### src/rtl/btc_pkg.sv
`timescale 1ns / 1ps
`default_nettype none
// ============================================================================
// btc_pkg
// shared widths, constants, register indexes and control structs for the
// binomial trial counter
// ============================================================================
package btc_pkg;

    localparam int unsigned SEED_W     = 31;
    localparam int unsigned CNT_W      = 11;
    localparam int unsigned MULT_W     = 15;
    localparam int unsigned PROD_W     = SEED_W + MULT_W;
    localparam int unsigned ADDR_W     = 4;
    localparam int unsigned DATA_W     = 32;

    localparam int unsigned MAX_TRIALS_DEF = 1024;

    // minimal standard generator constants
    localparam logic [MULT_W-1:0] LCG_MULT     = 15'd16807;
    localparam logic [SEED_W-1:0] LCG_MODULUS  = 31'h7fff_ffff;
    localparam logic [SEED_W-1:0] DEFAULT_SEED = 31'd10259;

    localparam logic [SEED_W-1:0] THRESHOLD_RST = 31'd1073741823;

    // register indexes, byte address is 4 * index
    localparam logic [1:0] REG_TRIAL_COUNT = 2'd0;
    localparam logic [1:0] REG_THRESHOLD   = 2'd1;
    localparam logic [1:0] REG_START_SEED  = 2'd2;

    typedef struct packed {
        logic start;     // load trial counter, clear success count
        logic step;      // advance the generator one trial
        logic load_out;  // capture count and seed into the output register
    } t_dp_cmd;

    typedef struct packed {
        logic done;      // no trials left in this draw
    } t_dp_sts;

endpackage

`default_nettype wire

### src/rtl/btc_datapath.sv
`timescale 1ns / 1ps
`default_nettype none
// ============================================================================
// btc_datapath
// seed register, modular multiply step, trial and success counters, and the
// output word register
// ============================================================================
module btc_datapath
    import btc_pkg::*;
#(
    parameter int unsigned MAX_TRIALS = MAX_TRIALS_DEF
) (
    input  wire                i_clk,
    input  wire                i_rst_n,
    input  t_dp_cmd            i_cmd,
    output t_dp_sts            o_sts,
    input  wire                i_seed_wr,
    input  wire [SEED_W-1:0]   i_seed_value,
    input  wire [CNT_W-1:0]    i_trial_count,
    input  wire [SEED_W-1:0]   i_threshold,
    output logic [CNT_W-1:0]   o_success_count,
    output logic [SEED_W-1:0]  o_final_seed
);

    localparam int unsigned TW    = $clog2(MAX_TRIALS + 1);
    localparam int unsigned CMP_W = (TW > CNT_W) ? TW : CNT_W;
    localparam logic [CMP_W-1:0] MAX_EXT = CMP_W'(MAX_TRIALS);

    logic [SEED_W-1:0] r_seed, n_seed;
    logic [TW-1:0]     r_remain, n_remain;
    logic [TW-1:0]     r_count, n_count;
    logic              r_hit_pend, n_hit_pend;

    logic [CMP_W-1:0]  w_tc_ext;
    logic [TW-1:0]     w_trials;
    logic [SEED_W-1:0] w_seed_in;
    logic [PROD_W-1:0] w_prod;
    logic [SEED_W:0]   w_fold;
    logic [SEED_W-1:0] w_seed_next;
    logic              w_step_fire;

    // saturate requested trials at the build limit
    assign w_tc_ext = CMP_W'(i_trial_count);
    assign w_trials = (w_tc_ext > MAX_EXT) ? TW'(MAX_EXT) : TW'(w_tc_ext);

    // zero seed restarts from the default
    assign w_seed_in = (r_seed == '0) ? DEFAULT_SEED : r_seed;
    assign w_prod    = PROD_W'(w_seed_in) * PROD_W'(LCG_MULT);

    // mod 2^31-1 by folding the high part onto the low part
    assign w_fold = {1'b0, w_prod[SEED_W-1:0]}
                  + (SEED_W+1)'(w_prod[PROD_W-1:SEED_W]);
    assign w_seed_next = (w_fold >= {1'b0, LCG_MODULUS})
                       ? SEED_W'(w_fold - {1'b0, LCG_MODULUS})
                       : w_fold[SEED_W-1:0];

    assign w_step_fire = i_cmd.step && (r_remain != '0);

    always_comb begin
        n_seed     = r_seed;
        n_remain   = r_remain;
        n_count    = r_count;
        n_hit_pend = w_step_fire;
        if (i_seed_wr) begin
            n_seed = i_seed_value;
        end else if (w_step_fire) begin
            n_seed = w_seed_next;
        end
        if (i_cmd.start) begin
            n_remain = w_trials;
            n_count  = '0;
        end else begin
            if (w_step_fire) begin
                n_remain = r_remain - TW'(1);
            end
            // success test runs in the cycle after the step, on the new seed
            if (r_hit_pend && (r_seed <= i_threshold)) begin
                n_count = r_count + TW'(1);
            end
        end
    end

    always_ff @(posedge i_clk) begin
        if (!i_rst_n) begin
            r_seed     <= '0;
            r_remain   <= '0;
            r_count    <= '0;
            r_hit_pend <= 1'b0;
        end else begin
            r_seed     <= n_seed;
            r_remain   <= n_remain;
            r_count    <= n_count;
            r_hit_pend <= n_hit_pend;
        end
    end

    always_ff @(posedge i_clk) begin
        if (i_cmd.load_out) begin
            o_success_count <= CNT_W'(r_count);
            o_final_seed    <= r_seed;
        end
    end

    assign o_sts.done = (r_remain == '0);

endmodule

`default_nettype wire

### src/rtl/btc_ctrl.sv
`timescale 1ns / 1ps
`default_nettype none
// ============================================================================
// btc_ctrl
// draw sequencer: accepts a request word and, when draw_request is set, runs the
// trials and hands the result word to the output register
// ============================================================================
module btc_ctrl
    import btc_pkg::*;
(
    input  wire      i_clk,
    input  wire      i_rst_n,
    input  wire      i_valid,
    input  wire      i_draw_request,
    output logic     o_ready,
    output logic     o_valid,
    input  wire      i_ready,
    output t_dp_cmd  o_cmd,
    input  t_dp_sts  i_sts
);

    localparam logic [1:0] ST_IDLE = 2'd0;
    localparam logic [1:0] ST_RUN  = 2'd1;
    localparam logic [1:0] ST_FIN  = 2'd2;

    logic [1:0] r_state, n_state;
    logic       r_out_valid, n_out_valid;
    logic       w_out_free;

    assign w_out_free = !r_out_valid || i_ready;

    always_comb begin
        n_state        = r_state;
        n_out_valid    = r_out_valid && !i_ready;
        o_cmd.start    = 1'b0;
        o_cmd.step     = 1'b0;
        o_cmd.load_out = 1'b0;
        case (r_state)
            ST_IDLE: begin
                if (i_valid && i_draw_request) begin
                    o_cmd.start = 1'b1;
                    n_state     = ST_RUN;
                end
            end
            ST_RUN: begin
                o_cmd.step = 1'b1;
                if (i_sts.done) begin
                    n_state = ST_FIN;
                end
            end
            ST_FIN: begin
                if (w_out_free) begin
                    o_cmd.load_out = 1'b1;
                    n_out_valid    = 1'b1;
                    n_state        = ST_IDLE;
                end
            end
            default: begin
                n_state = ST_IDLE;
            end
        endcase
    end

    always_ff @(posedge i_clk) begin
        if (!i_rst_n) begin
            r_state     <= ST_IDLE;
            r_out_valid <= 1'b0;
        end else begin
            r_state     <= n_state;
            r_out_valid <= n_out_valid;
        end
    end

    assign o_ready = (r_state == ST_IDLE);
    assign o_valid = r_out_valid;

`ifndef ASSERT_OFF
    a_load_no_overwrite: assert property (@(posedge i_clk) disable iff (!i_rst_n)
        o_cmd.load_out |-> (!r_out_valid || i_ready))
        else $error("output word overwritten before it was taken");

    a_request_starts_run: assert property (@(posedge i_clk) disable iff (!i_rst_n)
        (i_valid && o_ready && i_draw_request) |=> (r_state == ST_RUN))
        else $error("accepted draw did not start the trial run");

    a_done_ends_run: assert property (@(posedge i_clk) disable iff (!i_rst_n)
        ((r_state == ST_RUN) && i_sts.done) |=> (r_state == ST_FIN))
        else $error("trial run did not finish when counter ran out");

    a_valid_from_fin: assert property (@(posedge i_clk) disable iff (!i_rst_n)
        $rose(o_valid) |-> ($past(r_state) == ST_FIN))
        else $error("result word raised outside the finish state");
`endif

endmodule

`default_nettype wire

### src/rtl/binomial_trial_counter.sv
`timescale 1ns / 1ps
`default_nettype none
// a draw of n trials (n = trial_count, capped at MAX_TRIALS) runs from the accepted
//   request word through the run and finish states to the output register
// the single multiply step advances the seed once per cycle in the run state; a new
//   request word is taken only after the result word is loaded and the sequencer is idle
// a request word with draw_request low is taken and gives no word
// reset: synchronous active low; config registers to defaults, running seed to zero
// ============================================================================
// binomial_trial_counter
// binomial variate from the minimal standard generator, seed * 16807 mod
// 2^31-1, counting trials whose new seed is at or below a threshold
// ============================================================================
module binomial_trial_counter
    import btc_pkg::*;
#(
    parameter int unsigned MAX_TRIALS = MAX_TRIALS_DEF
) (
    input  wire                i_clk,
    input  wire                i_rst_n,
    // request channel
    input  wire                i_valid,
    output logic               o_ready,
    input  wire                i_draw_request,
    // result channel
    output logic               o_valid,
    input  wire                i_ready,
    output logic [CNT_W-1:0]   o_success_count,
    output logic [SEED_W-1:0]  o_final_seed,
    // register port
    input  wire                psel,
    input  wire                penable,
    input  wire                pwrite,
    input  wire [ADDR_W-1:0]   paddr,
    input  wire [DATA_W-1:0]   pwdata,
    output logic [DATA_W-1:0]  prdata,
    output logic               pready
);

    // configuration registers
    logic [CNT_W-1:0]  r_trial_count;
    logic [SEED_W-1:0] r_threshold;
    logic [SEED_W-1:0] r_start_seed;

    logic       w_wr;
    logic [1:0] w_idx;
    logic       w_seed_wr;

    t_dp_cmd w_cmd;
    t_dp_sts w_sts;

    // zero wait state port
    assign pready = 1'b1;
    assign w_idx  = paddr[3:2];
    // write lands in the access phase
    assign w_wr      = psel && penable && pwrite && pready;
    assign w_seed_wr = w_wr && (w_idx == REG_START_SEED);

    always_ff @(posedge i_clk) begin
        if (!i_rst_n) begin
            r_trial_count <= '0;
            r_threshold   <= THRESHOLD_RST;
            r_start_seed  <= '0;
        end else if (w_wr) begin
            case (w_idx)
                REG_TRIAL_COUNT: r_trial_count <= pwdata[CNT_W-1:0];
                REG_THRESHOLD:   r_threshold   <= pwdata[SEED_W-1:0];
                REG_START_SEED:  r_start_seed  <= pwdata[SEED_W-1:0];
                default: begin
                    // unmapped slot, write dropped
                end
            endcase
        end
    end

    // read back mux
    always_comb begin
        case (w_idx)
            REG_TRIAL_COUNT: prdata = DATA_W'(r_trial_count);
            REG_THRESHOLD:   prdata = DATA_W'(r_threshold);
            REG_START_SEED:  prdata = DATA_W'(r_start_seed);
            default:         prdata = '0;
        endcase
    end

    // sequencer
    btc_ctrl u_ctrl (
        .i_clk          (i_clk),
        .i_rst_n        (i_rst_n),
        .i_valid        (i_valid),
        .i_draw_request (i_draw_request),
        .o_ready        (o_ready),
        .o_valid        (o_valid),
        .i_ready        (i_ready),
        .o_cmd          (w_cmd),
        .i_sts          (w_sts)
    );

    // generator, counters and result word; seed write reloads the running seed
    btc_datapath #(
        .MAX_TRIALS (MAX_TRIALS)
    ) u_datapath (
        .i_clk           (i_clk),
        .i_rst_n         (i_rst_n),
        .i_cmd           (w_cmd),
        .o_sts           (w_sts),
        .i_seed_wr       (w_seed_wr),
        .i_seed_value    (pwdata[SEED_W-1:0]),
        .i_trial_count   (r_trial_count),
        .i_threshold     (r_threshold),
        .o_success_count (o_success_count),
        .o_final_seed    (o_final_seed)
    );

endmodule

`default_nettype wire
### config.mk
export PLATFORM = sky130hd
export DESIGN_NAME = binomial_trial_counter
export DESIGN_NICKNAME = d
export VERILOG_FILES = /design/src/rtl/btc_pkg.sv /design/src/rtl/btc_datapath.sv /design/src/rtl/btc_ctrl.sv /design/src/rtl/binomial_trial_counter.sv
export SDC_FILE = /design/constraint.sdc
export NUM_CORES = 1
export LEC_CHECK = 0
export ABC_CLOCK_PERIOD_IN_PS = 17600
export BUFFER_PORTS_ARGS = -buffer_cell sky130_fd_sc_hd__buf_2
export CAP_MARGIN = 15
export CORE_MARGIN = 3
export CORE_UTILIZATION = 40
export CTS_BUF_LIST = sky130_fd_sc_hd__clkbuf_4 sky130_fd_sc_hd__clkbuf_8
export CTS_CLUSTER_DIAMETER = 100
export CTS_CLUSTER_SIZE = 25
export DETAILED_ROUTE_END_ITERATION = 7
export GPL_TIMING_DRIVEN = 0
export PLACE_DENSITY = 0.54
export SLEW_MARGIN = 25
export SYNTH_ARGS = -nofsm -noshare
export SYNTH_HDL_FRONTEND = slang
export SYNTH_SLANG_ARGS = --single-unit
### constraint.sdc
create_clock -name i_clk -period 17.6 [get_ports i_clk]
set_clock_uncertainty 0.05 [all_clocks]
set_input_delay 0 -clock i_clk [delete_from_list [all_inputs] [get_ports i_clk]]
set_output_delay 0 -clock i_clk [all_outputs]
set_load 0.1 [all_outputs]
Yosys cells after proc, flatten, opt, wreduce, memory -nomap -nowiden
Index checks and enable logic that the tools add are counted.
{"block": "classes", "reduce_logical": 22, "n_addsub": 4, "bitwise_logic": 1, "n_mul": 1, "n_eq_ne": 7, "n_lt_le_gt_ge": 3, "n_mux": 19}
{"cell": "$mux W31", "count": 4}
{"cell": "$pmux W31 S3", "count": 1}
{"cell": "$mul A31 B15 Y46 const B", "count": 1}
{"cell": "$mux W11", "count": 3}
{"cell": "$add A31 B15 Y32", "count": 1}
{"cell": "$ge A32 B31 Y1 const B", "count": 1}
{"cell": "$le A31 B31 Y1", "count": 1}
{"cell": "$logic_not A31 Y1", "count": 1}
{"cell": "$sub A31 B31 Y31 const B", "count": 1}
{"cell": "$add A11 B1 Y11 const B", "count": 1}
{"cell": "$gt A11 B11 Y1 const B", "count": 1}
{"cell": "$logic_not A11 Y1", "count": 1}
{"cell": "$reduce_bool A11 Y1", "count": 1}
{"cell": "$sub A11 B1 Y11 const B", "count": 1}
{"cell": "$logic_and A1 B1 Y1", "count": 7}
{"cell": "$mux W1", "count": 7}
{"cell": "$mux W2", "count": 3}
{"cell": "$ne A2 B1 Y1 const B", "count": 3}
{"cell": "$pmux W2 S3", "count": 1}
{"cell": "$reduce_and A2 Y1", "count": 3}
{"cell": "$eq A2 B1 Y1 const B", "count": 2}
{"cell": "$eq A2 B2 Y1 const B", "count": 2}
{"cell": "$logic_not A2 Y1", "count": 2}
{"cell": "$reduce_bool A2 Y1", "count": 2}
{"cell": "5 further kinds", "count": 6}
{"block": "word_totals", "inputBits": 44, "out_inout_bits": 77, "wordCells": 68, "ff_bits": 172}

Longest topological paths before layout
{"block": "depth", "depth_word": 8, "depth_mapped": 46, "mapped_depth_nobuf": 42}

Hierarchy
A second synthesis with hierarchy kept.
{"block": "hier_totals", "cells_unflattened": 2024, "area_unflattened_um2": 17894.7}
{"module": "btc_datapath", "seq_area_each_um2": 2342.2, "cells_each": 1626, "area_per_inst_um2": 14276.2, "n_inst": 1}
{"module": "binomial_trial_counter", "seq_area_each_um2": 1461.4, "cells_each": 381, "area_per_inst_um2": 3464.6, "n_inst": 1}
{"module": "btc_ctrl", "seq_area_each_um2": 60.1, "cells_each": 17, "area_per_inst_um2": 153.9, "n_inst": 1}

Worst setup path before layout
No wires, ideal clock.
{"block": "synth_path", "path_kind": "register to register", "startpoint": "reg u_datapath.r_seed[10]", "endpoint": "reg u_datapath.r_seed[24]", "setup_ns": 0.128, "setup_slack_ns": 7.391, "arrival_time_ns": 10.031, "path_buffers": 4, "period_less_slack_ns": 10.209, "path_stages_with_launch": 47, "required_ns": 17.422, "cell_sequence": "dfxtp_1 > clkbuf_1 > nor4_1 > nand4_1 > nor2_1 > or2_2 > clkbuf_1 > inv_1 > fa_1 > inv_1 > ha_1 > inv_1 > fa_1 > inv_1 > ha_1 > fa_1 > inv_1 > fa_1 > [11 not listed] > nand2b_1 > nand2_1 > a211oi_1 > xor2_1 > ha_1 > and3_1 > and3_1 > a2bb2oi_1 > a21boi_0 > a211o_1 > or4_1 > a2111o_1 > a221oi_1 > and4b_1 > buf_2 > a21boi_2 > a222oi_1 > nor2_1"}
{"block": "synth_via", "elab_chain_len": 8, "elab_cells_between_ends": 9, "classes_between": "add/sub (2); mul (1); order compare (1); mux (4); reduce/logical (1)"}
{"element": "from (decl)", "line": "btc_datapath.sv:29", "source": "logic [SEED_W-1:0] r_seed, n_seed;"}
{"element": "from (signal assigned)", "line": "btc_datapath.sv:90", "source": "r_seed <= n_seed;"}
{"element": "$logic_not A31 Y1", "line": "btc_datapath.sv:47", "source": "assign w_seed_in = (r_seed == '0) ? DEFAULT_SEED : r_seed;"}
{"element": "$mux W31 (*)", "line": "btc_datapath.sv:47"}
{"element": "$mul A31 B15 Y46 (*)", "line": "btc_datapath.sv:48", "source": "assign w_prod = PROD_W'(w_seed_in) * PROD_W'(LCG_MULT);"}
{"element": "$add A31 B15 Y32 (*)", "line": "btc_datapath.sv:52", "source": "+ (SEED_W+1)'(w_prod[PROD_W-1:SEED_W]);"}
{"element": "$sub A31 B31 Y31 or $ge A32 B31 Y1 (tied branches)", "line": "btc_datapath.sv:54, btc_datapath.sv:53"}
{"element": "$mux W31 (*)", "line": "btc_datapath.sv:54", "source": "? SEED_W'(w_fold - {1'b0, LCG_MODULUS})"}
{"element": "$mux W31 (*)", "line": "btc_datapath.sv:66", "source": "end else if (w_step_fire) begin"}
{"element": "$mux W31 (*)", "line": "btc_datapath.sv:64", "source": "if (i_seed_wr) begin"}
Mark *: on every way between the ends. The rest lies on a longest branch, timed or not. The select of a mux whose other input is x is not followed.
A chain may end at the register's enable or synchronous reset.

Worst setup path after layout
{"block": "layout_path", "startpoint": "reg u_datapath.r_seed[20]", "endpoint": "reg u_datapath.r_seed[24]"}
Same word-level chain as after synthesis.

==> metrics.txt <==
gr ovfl total=0; commonest non-fill, non-tap cell in the layout=inv_1; final wirelength=~54 mm; Tmin final=12.33 ns; Iteration-0 DRC Markers=around 1.0k; syn_area_per_cell=around 8.6 sq um; CTS max path bufs=2; library cells used by synthesis=approximately 80; clock root cell=clkbuf_8; floorplan die height=between 200 and 250 um; synthesis-stage register bit count=about 170; I/O Buffers=113; Post-Syn Instances=between 2k and 2.5k; max-slew violation count=0; Main synth FF type=dfxtp_1; Multi-input gate area=11900 sq um; CP Launch Type=register; Fin. Hold Viols=0; critical path endpoint category=register; Fmax achieved=approximately 81 MHz; DIE AREA=45700 sq um; CP required=roughly 18 ns; Final Wtd Congestion=0.895; maximum fanout along the worst path=9; number of synthesized flops with an enable pin=42; Synth Cell Area=17300 sq um; Vias=approximately 15k; ANT cells=0; core box area=between 40000 and 50000 sq um; chip width=around 210 um; Slowest Stage Delay on Critical Path=~0.55 ns; number of buffers and inverters on the critical path=8; Initial Util=40.8%; drt drc=0; vias in the first global route=~15k; IO Count=121; Synth top area share=16.9%; RSZ-0062 raised after global routing=no; Slowest cell on crit path=fa_1; worst hold-check path type=input port to register; fillcell total=between 4k and 5k; syn_nets=approximately 2.4k; max-cap viol count=0; Worst EP arrival=approximately 13 ns; post-synth top area cell=ha_1; area grow syn2layout=12.0%; period utilization=70.0%; overall routing resource usage=between 20% and 30%; first-pass GRT wire length=around 84 mm; via density per instance=around 5.5; most frequent cells in the layout=inv_1 (291), ha_1 (234), nand2_1 (200); CP delay by family, top=compound AO/OA/AOI/OAI gates; CTS buffer count=17; Slew headroom=a little under a third; Routed WL per cell=slightly below 20 um; largest net degree at the start of global routing=between 40 and 50; worst setup path category=register to register; cell mode on critical path=ha_1; Worst-Margin Slew=just over 1 ns; htree depth=4; Register Area=approximately 3900 sq um; worst skew pair latency=0.48 ns; antenna viol nets, final=0; final setup vio count=0; TritonCTS clock tree=built; Nets=between 2k and 3k; share of cells above drive strength 1=between 8 and 9%; setup TNS=0 ns; clk slew on worst S/H paths=around 0.10 ns; top area cells in the synthesized netlist=ha_1 (17%), dfxtp_1 (15%), fa_1 (15%), edfxtp_1 (7.3%), inv_1 (6.3%); DRT Pass-1 Iters=6; Ys Warns=0; initial antenna violation count=1; clk sink count=between 150 and 200; Post-synth ARST share=0%; Row Count=between 70 and 80; status=completed; register area share after synthesis=22.4%; hpwl dp=45.0 mm
[final cells by class]
cell class | count | area share [%]
Inverter | 292 | 5.66
Multi-Input combinational cell | 1438 | 61.7
Clock buffer | 17 | 1.21
Sequential cell | 172 | 20.0
Buffer | 101 | 2.04
Clock inverter | 15 | 0.847
Timing Repair Buffer | 150 | 4.84
Tap cell | 577 | 3.73
[stage by stage]
step	cell area, sq um	cells	hold slack [ns]	setup WS (ns)	util [%]
final	19400	2762	0.0830	5.27	45.7
after global routing	19400	2762	0.111	4.54	45.7
after CTS	19300	2762	0.0478	5.31	45.7
after detailed placement	18600	2693	0.202	5.39	43.9
after global placement	18600	2693	0.193	5.36	43.9
after floorplan	17300	2003	0.0742	7.39	-
[worst reg2reg max path: cells and delay by family, from the launching register on]
family / cells / cell delay, ns
AOI/OAI and AO/OA: 15 / 4.27
DFF: 1 / 0.38
xor gates and xnor gates: 1 / 0.24
buffers and inverters: 8 / 1.16
adders and majority gates: 8 / 3.02
and+or+nand+nor: 14 / 3.06
[metal layers]
layer,up-vias,GRT usage [%],share of wire [%]
met4,0,7.34,2.9
met1,7332,30.7,44
li1,7279,-,-
met2,379,41.6,48
met5,-,0,0
met3,73,3.20,4.9
[cell families after synthesis]
kind of cell | share of synthesized area, %
xor gates and xnor gates | 3.70
buffers and inverters | 8.63
adders and majority gates | 31.5
DFF | 22.4
muxes | 0.934
AOI/OAI and AO/OA | 17.4
other | 0.0435
and+or+nand+nor | 15.4
[final timing paths]
| kind | start | to | slack, ns | depth (start not counted) |
|---|---|---|---|---|
| min reg2reg | u_datapath.r_count[2]$_SDFFE_PP0P_ | u_datapath.o_success_count[2]$_DFFE_PP_ | 0.40 | 0 |
| max | u_datapath.r_seed[20]$_SDFFE_PN0P_ | u_datapath.r_seed[24]$_SDFFE_PN0P_ | 5.27 | 46 |
| min | i_draw_request | u_ctrl.r_state[0]$_SDFFE_PN0P_ | 0.08 | 4 |
| max reg2reg | u_datapath.r_seed[20]$_SDFFE_PN0P_ | u_datapath.r_seed[24]$_SDFFE_PN0P_ | 5.27 | 46 |
[state kept, by name, indices dropped and copies added (netlist names)]
name                        cells
r_start_seed                   31
r_threshold                    31
u_datapath.o_final_seed        31
u_datapath.r_seed              31
r_trial_count                  11
u_datapath.o_success_count     11
u_datapath.r_count             11
u_datapath.r_remain            11
u_ctrl.r_state                  2
u_ctrl.o_valid                  1
u_datapath.r_hit_pend           1
[repair_timing]
action                                 CTS  global route
buffers inserted                         0             0
hold buffers                            37             0
resized for setup                        0             0
setup endpoints to repair                0             0
endpoints found under the hold margin  105             0
[Yosys cell counts (11+ instances only)]
cell	instances
nor2_1	93
inv_1	291
nor3_1	32
and3_1	23
a21oi_1	112
mux2i_1	15
xnor2_1	47
xor2_1	26
nand2b_1	11
clkbuf_1	89
nor2b_1	14
and2_1	16
o21ai_0	58
nand4_1	30
edfxtp_1	42
or2_2	12
o22ai_1	13
a22o_1	20
dfxtp_1	130
a21o_1	31
nor4_1	25
or3_1	11
o211ai_1	45
a31oi_1	16
a211oi_1	19
fa_1	126
a21boi_0	21
o21a_1	19
nand2_1	200
ha_1	234
nand3_1	52
Power is left out: the tool's default activity adds up to more than one toggle a clock period on the data nets, which glitch-free logic cannot reach.
